==> src/sv/szz_pkg.sv <==
// ----------------------------------------------------------------------------
// szz_pkg
// Shared widths and the item type carried down the square-root cell chain.
// ----------------------------------------------------------------------------
`default_nettype none

package szz_pkg;

  localparam int COORD_BITS = 24;
  localparam int INDEX_BITS = 2 * COORD_BITS;
  localparam int OUT_BITS   = COORD_BITS + 1;
  localparam int REM_BITS   = COORD_BITS + 2;

  // Partial square root of one item between two cells.
  typedef struct packed {
    logic [REM_BITS-1:0]   rem;   // running remainder
    logic [COORD_BITS-1:0] root;  // root digits found so far
    logic [INDEX_BITS-1:0] bits;  // index digits not yet consumed, msb-aligned
  } sqrt_item_t;

endpackage

`default_nettype wire

==> src/sv/shell_zigzag_index_to_coord_core.sv <==
// ----------------------------------------------------------------------------
// shell_zigzag_index_to_coord_core
// Maps a 1-based square-shell zigzag index to its two coordinates.
//
//   channel  valid      stall      payload
//   req      req_valid  req_stall  index
//   rsp      rsp_valid  rsp_stall  first_coord, second_coord, invalid
//
// One item per cycle sustained while rsp_stall is low; 24 root cells, one digit
// each, then the coordinate stage and output register.
// Every cell holds its item until the next one frees, so bubbles close up
// and input is taken while a finished result waits on rsp_stall.
// Synchronous reset empties the chain; no clearing pass is needed.
// ----------------------------------------------------------------------------
`default_nettype none

module shell_zigzag_index_to_coord_core (
  input  wire logic                        clk,
  input  wire logic                        rst,
  input  wire logic                        req_valid,
  output logic                             req_stall,
  input  wire logic [szz_pkg::INDEX_BITS-1:0] index,
  output logic                             rsp_valid,
  input  wire logic                        rsp_stall,
  output logic [szz_pkg::OUT_BITS-1:0]     first_coord,
  output logic [szz_pkg::OUT_BITS-1:0]     second_coord,
  output logic                             invalid
);
  import szz_pkg::*;

  logic       link_valid [COORD_BITS+1];
  logic       link_ready [COORD_BITS+1];
  sqrt_item_t link_item  [COORD_BITS+1];

  assign link_valid[0]     = req_valid;
  assign link_item[0].rem  = '0;
  assign link_item[0].root = '0;
  assign link_item[0].bits = index;
  assign req_stall         = !link_ready[0];

  for (genvar i = 0; i < COORD_BITS; i++) begin : g_cell
    szz_cell u_cell (
      .clk      (clk),
      .rst      (rst),
      .up_valid (link_valid[i]),
      .up_item  (link_item[i]),
      .up_ready (link_ready[i]),
      .dn_valid (link_valid[i+1]),
      .dn_item  (link_item[i+1]),
      .dn_ready (link_ready[i+1])
    );
  end

  szz_finish u_finish (
    .clk          (clk),
    .rst          (rst),
    .up_valid     (link_valid[COORD_BITS]),
    .up_item      (link_item[COORD_BITS]),
    .up_ready     (link_ready[COORD_BITS]),
    .rsp_valid    (rsp_valid),
    .rsp_stall    (rsp_stall),
    .first_coord  (first_coord),
    .second_coord (second_coord),
    .invalid      (invalid)
  );

endmodule

`default_nettype wire

==> src/sv/szz_cell.sv <==
// ----------------------------------------------------------------------------
// szz_cell
// One digit step of the integer square root, with its own item register.
// ----------------------------------------------------------------------------
`default_nettype none

module szz_cell (
  input  wire logic               clk,
  input  wire logic               rst,
  input  wire logic               up_valid,
  input  wire szz_pkg::sqrt_item_t up_item,
  output logic                    up_ready,
  output logic                    dn_valid,
  output szz_pkg::sqrt_item_t     dn_item,
  input  wire logic               dn_ready
);
  import szz_pkg::*;

  logic                  valid;
  sqrt_item_t            item;
  sqrt_item_t            item_next;
  logic [REM_BITS-1:0]   rem_sh;
  logic [REM_BITS-1:0]   trial;
  logic                  take;

  // Bring down the next two index bits and try a one in the new root digit.
  always_comb begin
    rem_sh = {up_item.rem[REM_BITS-3:0], up_item.bits[INDEX_BITS-1 -: 2]};
    trial  = {up_item.root, 2'b01};
    take   = (rem_sh >= trial);
    item_next.rem  = take ? (rem_sh - trial) : rem_sh;
    item_next.root = {up_item.root[COORD_BITS-2:0], take};
    item_next.bits = {up_item.bits[INDEX_BITS-3:0], 2'b00};
  end

  assign up_ready = !valid || dn_ready;

  always_ff @(posedge clk) begin
    if (rst) begin
      valid <= 1'b0;
    end else if (up_ready) begin
      valid <= up_valid;
    end
  end

  always_ff @(posedge clk) begin
    if (up_ready && up_valid) begin
      item <= item_next;
    end
  end

  assign dn_valid = valid;
  assign dn_item  = item;

endmodule

`default_nettype wire

==> src/sv/szz_finish.sv <==
// ----------------------------------------------------------------------------
// szz_finish
// Turns the floor root and remainder into the shell, the offset and the two
// coordinates, and holds the result item for the output channel.
// ----------------------------------------------------------------------------
`default_nettype none

module szz_finish (
  input  wire logic                        clk,
  input  wire logic                        rst,
  input  wire logic                        up_valid,
  input  wire szz_pkg::sqrt_item_t          up_item,
  output logic                             up_ready,
  output logic                             rsp_valid,
  input  wire logic                        rsp_stall,
  output logic [szz_pkg::OUT_BITS-1:0]     first_coord,
  output logic [szz_pkg::OUT_BITS-1:0]     second_coord,
  output logic                             invalid
);
  import szz_pkg::*;

  localparam int DW = COORD_BITS + 3;

  logic                 valid;
  logic                 inexact;
  logic [OUT_BITS-1:0]  shell;
  logic [DW-1:0]        root_x;
  logic [DW-1:0]        rem_x;
  logic [DW-1:0]        diff;     // d - n, two's complement
  logic [DW-1:0]        gap;
  logic                 above;    // n > d
  logic                 below;    // n < d
  logic [OUT_BITS-1:0]  ofs;
  logic                 swap;
  logic                 zero_idx;
  logic [OUT_BITS-1:0]  first_next;
  logic [OUT_BITS-1:0]  second_next;

  // n = root^2 + rem. With rem != 0 the shell is root+1 and d - n = root+1-rem,
  // otherwise the shell is root and d - n = 1-root.
  always_comb begin
    inexact  = |up_item.rem;
    zero_idx = (up_item.root == '0);
    shell    = {1'b0, up_item.root} + OUT_BITS'(inexact);
    root_x   = DW'(up_item.root);
    rem_x    = DW'(up_item.rem);
    diff     = inexact ? (root_x + DW'(1) - rem_x) : (DW'(1) - root_x);
    above    = diff[DW-1];
    below    = !diff[DW-1] && (diff != '0);
    gap      = above ? (DW'(0) - diff) : diff;
    ofs      = shell - gap[OUT_BITS-1:0];
    swap     = shell[0] ? above : below;
    if (zero_idx) begin
      first_next  = '0;
      second_next = '0;
    end else if (swap) begin
      first_next  = ofs;
      second_next = shell;
    end else begin
      first_next  = shell;
      second_next = ofs;
    end
  end

  assign up_ready  = !valid || !rsp_stall;
  assign rsp_valid = valid;

  always_ff @(posedge clk) begin
    if (rst) begin
      valid <= 1'b0;
    end else if (up_ready) begin
      valid <= up_valid;
    end
  end

  always_ff @(posedge clk) begin
    if (up_ready && up_valid) begin
      first_coord  <= first_next;
      second_coord <= second_next;
      invalid      <= zero_idx;
    end
  end

endmodule

`default_nettype wire

==> config.mk <==
export PLATFORM = sky130hd
export DESIGN_NAME = shell_zigzag_index_to_coord_core
export DESIGN_NICKNAME = d
export VERILOG_FILES = /design/src/sv/szz_pkg.sv /design/src/sv/shell_zigzag_index_to_coord_core.sv /design/src/sv/szz_cell.sv /design/src/sv/szz_finish.sv
export SDC_FILE = /design/constraint.sdc
export NUM_CORES = 2
export LEC_CHECK = 0
export ABC_AREA = 0
export BUFFER_PORTS_ARGS = -buffer_cell sky130_fd_sc_hd__buf_2
export CAP_MARGIN = 40
export CORE_MARGIN = 5
export CORE_UTILIZATION = 30
export CTS_BUF_LIST = sky130_fd_sc_hd__clkbuf_8
export CTS_CLUSTER_SIZE = 24
export DETAILED_ROUTE_END_ITERATION = 8
export PLACE_DENSITY = 0.46
export SLEW_MARGIN = 15
export SYNTH_ARGS = -nofsm -noshare
export SYNTH_HDL_FRONTEND = slang
export SYNTH_SLANG_ARGS = --single-unit
==> constraint.sdc <==
create_clock -name clk -period 20.9 [get_ports clk]
set_input_delay 2.09 -clock clk [delete_from_list [all_inputs] [get_ports clk]]
set_output_delay 2.09 -clock clk [all_outputs]
set_load 0.1 [all_outputs]
==> Yosys cells after proc, flatten, opt, wreduce, memory -nomap -nowiden <==
Index checks and enable logic that the tools add are counted.
{ "op_classes": {"n_addsub": 30, "n_mux": 29, "n_reduce_logical": 82, "n_lt_le_gt_ge": 24} }
{ "ops": {"columns": ["op", "count"], "rows": [
  ["$mux 24", 22],
  ["$mux 25", 3],
  ["$logic_not 1->1", 28],
  ["$mux 27", 1],
  ["$reduce_bool 27->1", 1],
  ["$sub 27x26->27", 1],
  ["$ge 26x10->1", 1],
  ["$ge 26x11->1", 1],
  ["$ge 26x12->1", 1],
  ["$ge 26x13->1", 1],
  ["$ge 26x14->1", 1],
  ["$ge 26x15->1", 1],
  ["$ge 26x16->1", 1],
  ["$ge 26x17->1", 1],
  ["$ge 26x18->1", 1],
  ["$ge 26x19->1", 1],
  ["$ge 26x20->1", 1],
  ["$ge 26x21->1", 1],
  ["$ge 26x22->1", 1],
  ["$ge 26x23->1", 1],
  ["$ge 26x24->1", 1],
  ["$ge 26x25->1", 1],
  ["$ge 26x3->1", 1],
  ["$ge 26x4->1", 1],
  ["42 further kinds", 91]
]} }
{ "word_totals": {"inputBits": 52, "output_inout_bits": 53, "reg_bits": 1485, "word_cells": 265} }

==> Logic depth before layout (Yosys ltp) <==
{ "depth": {"ltp_word": 27, "depth_mapped": 33, "depth_no_buf": 32} }

==> Modules after synthesis <==
Synthesis repeated with hierarchy kept, for this count alone.
{ "hier_totals": {"hier_cells": 9783, "hier_area_um2": 120908.5} }
{ "by_module_without_submodules": {"columns": ["module", "n_inst", "seq_area_each_um2", "cells_per_inst", "area_each_um2"], "rows": [
  ["szz_cell at g_cell[0].u_cell ...", 14, 2902.8, 373, 4663.2],
  ["szz_cell at g_cell[23].u_cell ...", 9, 2902.8, 359, 4810.9],
  ["szz_finish", 1, 1551.5, 934, 7542.2],
  ["szz_cell at g_cell[10].u_cell", 1, 2902.8, 394, 4775.8],
  ["shell_zigzag_index_to_coord_core", 1, 0.0, 2, 7.5]
]} }

==> Worst setup path before layout <==
Ideal clock, no wire load.
{ "synth_timing": {"path_type": "input -> register", "start": "input port rsp_stall", "end": "register g_cell[1].u_cell.item, in the netlist g_cell[1].u_cell.dn_item[10] (enable)", "arrival_ns": 7.208, "setup_slack_ns": 13.122, "path_stages": 8, "required_time_ns": 20.330, "n_path_buf": 0, "setup_time_ns": 0.570, "path_cell_list": "nand2_1 -> nor2_1 -> and2_1 -> nand2_1 -> nor3_1 -> nand4_1 -> nor2_1 -> a21boi_0"} }
{ "synth_via": {"elab_chain_len": 26} }
{ "synth_lines": {"columns": ["item", "line_no", "text"], "rows": [
  ["start: declaration", "shell_zigzag_index_to_coord_core.sv:24", "input wire logic rsp_stall,"],
  ["$logic_not 1->1", "szz_finish.sv:65", "assign up_ready = !valid || !rsp_stall;"],
  ["$logic_or 1x1->1", "szz_finish.sv:65", null],
  ["$logic_or 1x1->1 (23 in series)", "szz_cell.sv:36", "assign up_ready = !valid || dn_ready;"],
  ["$logic_and 1x1->1", "szz_cell.sv:47", "if (up_ready && up_valid) begin"],
  ["end signal: assignment", "szz_cell.sv:48", "item <= item_next;"],
  ["end: declaration", "szz_cell.sv:20", "sqrt_item_t item;"]
]} }
No other way between the ends.
A chain may end at the register's enable or synchronous reset.

==> Final worst setup path <==
{ "layout_timing": {"start": "register g_cell[23].u_cell.item, in the netlist g_cell[23].u_cell.dn_item[50]", "end": "register u_finish.second_coord[24] (netlist bit), data pin"} }
{ "layout_via": {"elab_chain_len": 7, "elab_cells_between_ends": 14, "cone_classes": "6 x add/sub; 4 x mux; 4 x reduce/logical"} }
{ "layout_lines": {"columns": ["item", "line_no", "text"], "rows": [
  ["start: declaration", "szz_cell.sv:20", null],
  ["start signal: assignment", "szz_cell.sv:48", null],
  ["$add 24x1->25", "szz_finish.sv:47", "diff = inexact ? (root_x + DW'(1) - rem_x) : (DW'(1) - root_x);"],
  ["$sub 27x26->27", "szz_finish.sv:47", null],
  ["$mux 27", "szz_finish.sv:47", null],
  ["$sub 1x25->25 (tied with other cells)", "szz_finish.sv:50", "gap = above ? (DW'(0) - diff) : diff;"],
  ["$mux 25 or $logic_and 1x1->1 (tied branches)", "szz_finish.sv:50, szz_finish.sv:49", null],
  ["$sub 25x25->25 or $mux 1 (tied branches)", "szz_finish.sv:51, szz_finish.sv:52", null],
  ["$mux 25", "szz_finish.sv:56", "end else if (swap) begin"],
  ["end signal: assignment", "szz_finish.sv:79", "second_coord <= second_next;"],
  ["end: declaration", "szz_finish.sv:17", "output logic [szz_pkg::OUT_BITS-1:0] second_coord,"]
]} }
Parallel ways exist; a longest one is shown, timed or not.

==> flow_metrics.env <==
export IMPL_status="finished clean"
export IMPL_ys_seq_area_share_pct=60.65
export IMPL_timing_critical_path_mode_cell="o21ai_0"
export IMPL_mostFrequentLayoutCells="1450 x edfxtp_1, 589 x inv_1, 466 x nor2_1"
export IMPL_p_int_mw=4.631
export IMPL_first_pass_iters=6
export IMPL_syn_avg_cell_area_um2=12.14
export IMPL_clock_path_buffers=4
export IMPL_cap_violations=0
export IMPL_cp_slowest_cell="a2111oi_0"
export IMPL_synth_cell_type_count=88
export IMPL_synth_edf_count=1450
export IMPL_ys_flop_type="edfxtp_1"
export IMPL_ys_async_sr_fraction_pct=0
export IMPL_comb_power_share_pct=0.7
export IMPL_p_total_mw=5.858
export IMPL_place_gp_congestion=0.8600
export IMPL_rows=180
export IMPL_worst_setup_path_start_kind="flop"
export IMPL_antenna_found_initial=4
export IMPL_ys_ff_latch=1475
export IMPL_final_nets=6744
export IMPL_grt_pass1_wl_um=262700
export IMPL_power_density_nw_per_um2=71.01
export IMPL_cts_resized=0
export IMPL_grt_pass1_vias=46460
export IMPL_period_share_pct=44.90
export IMPL_fin_crit_ns=9.385
export IMPL_ys_warnings_count=0
export IMPL_grt_max_degree=61
export IMPL_clock_latency_ns=1.01
export IMPL_core_area_um2=240800
export IMPL_p_switching_mw=1.228
export IMPL_p_clk_share_pct=44.1
export IMPL_worstSetupEndpointType="flop"
export IMPL_syn_inst=5980
export IMPL_final_common_cell="edfxtp_1"
export IMPL_stdcell_count=9673
export IMPL_antenna_left=0
export IMPL_synthesis_area_um2=72620
export IMPL_fp_dieW_um=502.0
export IMPL_critPathKind="flop to flop"
export IMPL_cts_setup_buffers=0
export IMPL_drive_above_1_share_pct=10.25
export IMPL_fin_skew_ns=0.08850
export IMPL_routed_wl_um=168900
export IMPL_crit_required_ns=21.71
export IMPL_vias_per_cell=4.711
export IMPL_ir_worst_vdd_mv=0.04799
export IMPL_port_buffers=104
export IMPL_slew_viol_final=0
export IMPL_die_area_um2=252000
export IMPL_cts_num_sinks=1475
export IMPL_io_pins=105
export IMPL_overflow=0
export IMPL_rsz0062_at_grt="no"
export IMPL_drc=0
export IMPL_p_leak_nw=30.29
export IMPL_cts_hold_buf=0
export IMPL_slew_headroom_pct=40.55
export IMPL_setup_violations=0
export IMPL_synth_fp_nets=6420
export IMPL_worstPathArrival_ns=10.19
export IMPL_dp_hpwl_um=125000
export IMPL_drt_iter0_markers=2723
export IMPL_fmax_mhz=106.6
export IMPL_crit_fanout=20
export IMPL_hp_class="flop to flop"
export IMPL_routedWlPerCell_um=17.46
export IMPL_cts_root_buf="clkbuf_8"
export IMPL_clk_pin_slew_ns=0.05
export IMPL_tns_ns=0
export IMPL_cpPeakStageDelay_ns=0.80
export IMPL_hold_ws_ns=0.3730
export IMPL_cts_buffers=286
export IMPL_vias=45570
export IMPL_cts_tree="done"
export IMPL_area_growth_pct=13.61
export IMPL_placedCellCount=9199
export IMPL_start_util_pct=30.16
export IMPL_htree_levels=5
export IMPL_die_h_um=502.0
export IMPL_p_sw_share_pct=20.96
export IMPL_seqPwrFrac_pct=55.2
export IMPL_tightest_slew_ns=0.8693
export IMPL_grt_usage_pct=13.20
export IMPL_hold_viol_final=0
[synthesized netlist by cell type (23+ instances only)]
cell type,count,area (um^2)
a21oi_1,344,1722
a211oi_1,30,225.2
o31ai_1,57,427.9
clkbuf_1,113,424.2
o21bai_1,25,187.7
dfxtp_1,25,500.5
xor2_1,212,1857
ha_1,386,4830
o21ai_0,290,1451
nand2_1,388,1456
xnor2_1,304,2663
or4_1,37,277.8
mux2i_1,62,620.6
nand2b_1,91,569.3
nand3b_1,23,172.7
nor4_1,76,475.5
nand4_1,72,450.4
edfxtp_1,1450,43540
or3_1,48,300.3
nor2b_1,80,500.5
a21boi_0,47,352.8
nor3_1,150,750.7
mux2_2,68,765.7
and3_1,36,225.2
inv_1,511,1918
a21o_1,107,803.3
or2_2,33,206.5
a31oi_1,38,237.7
o21a_1,67,503.0
nor2_1,471,1768
nand3_1,112,560.5
[logic make-up after synthesis]
logic type / share of synthesized area [%]
AND/OR/NAND/NOR: 11.56
flip-flops: 60.65
AO/OA/AOI/OAI: 9.563
buffers and inverters: 3.379
XOR/XNOR: 6.224
adder cells (fa/ha/maj): 6.706
multiplexers: 1.909
other: 0.005164
[routing by layer]
metal  track usage (%)  vias up  routed length (um)
met4             4.684        2                5592
li1                  -    22550                   -
met2             23.45      815               84570
met3             2.395      369                6323
met1             15.99    21840               72410
met5                 0        -                  13
[per-stage QoR]
step | util [%] | setup slack, ns | area (um^2)
6_report | 34.27 | 11.52 | 82500
5_1_grt | 34.27 | 10.73 | 82500
4_1_cts | 34.24 | 11.54 | 82440
3_5_place_dp | 32.17 | 11.61 | 77460
3_3_place_gp | 32.06 | 11.64 | 77190
2_1_floorplan | - | 13.12 | 72620
[sequential cells by signal, indices dropped and copies added, names as in the netlist]
signal and cells:
g_cell.u_cell.dn_item 1399, u_finish.first_coord 25, u_finish.second_coord 25, g_cell.u_cell.dn_valid 24
u_finish.invalid 1, u_finish.rsp_valid 1
[power by group through the flow]
stage                     Sequential (mW)  Combinational (mW)  Clock [mW]
after global placement               3.30              0.0410           0
after CTS                            3.23              0.0428        2.72
after floorplan                      3.29              0.0242           0
final                                3.23              0.0418        2.58
after global routing                 3.23              0.0478        2.85
after detailed placement             3.30              0.0426           0
[final cells by class]
type,count,area [um^2]
sequential,1475,44040
clock inverter,176,950.9
inverter,513,1926
tap,3185,3985
antenna,3,7.507
fill,23730,158300
multi-input combinational,3860,26360
timing repair buffer,168,1192
clock buffer,293,4033
[final timing paths]
path                                       from                             to  slack (ns)  depth (start not counted)
setup / recovery  g_cell[23].u_cell.dn_item[50]      u_finish.second_coord[24]       11.52                         28
hold reg to reg   g_cell[19].u_cell.dn_item[44]  g_cell[20].u_cell.dn_item[46]        0.37                          0
setup reg to reg  g_cell[23].u_cell.dn_item[50]      u_finish.second_coord[24]       11.52                         28
hold / removal    g_cell[19].u_cell.dn_item[44]  g_cell[20].u_cell.dn_item[46]        0.37                          0
[worst max-delay path: cells and delay by family (launching register included)]
family / cells / cell delay [ns]
fa+ha+maj: 3 / 1.31
xor+xnor: 1 / 0.18
buf+inv: 1 / 0.08
simple gates: 7 / 2.57
flops: 1 / 0.59
compound gates: 16 / 4.52
No activity file was read; power rests on OpenSTA's default activity.
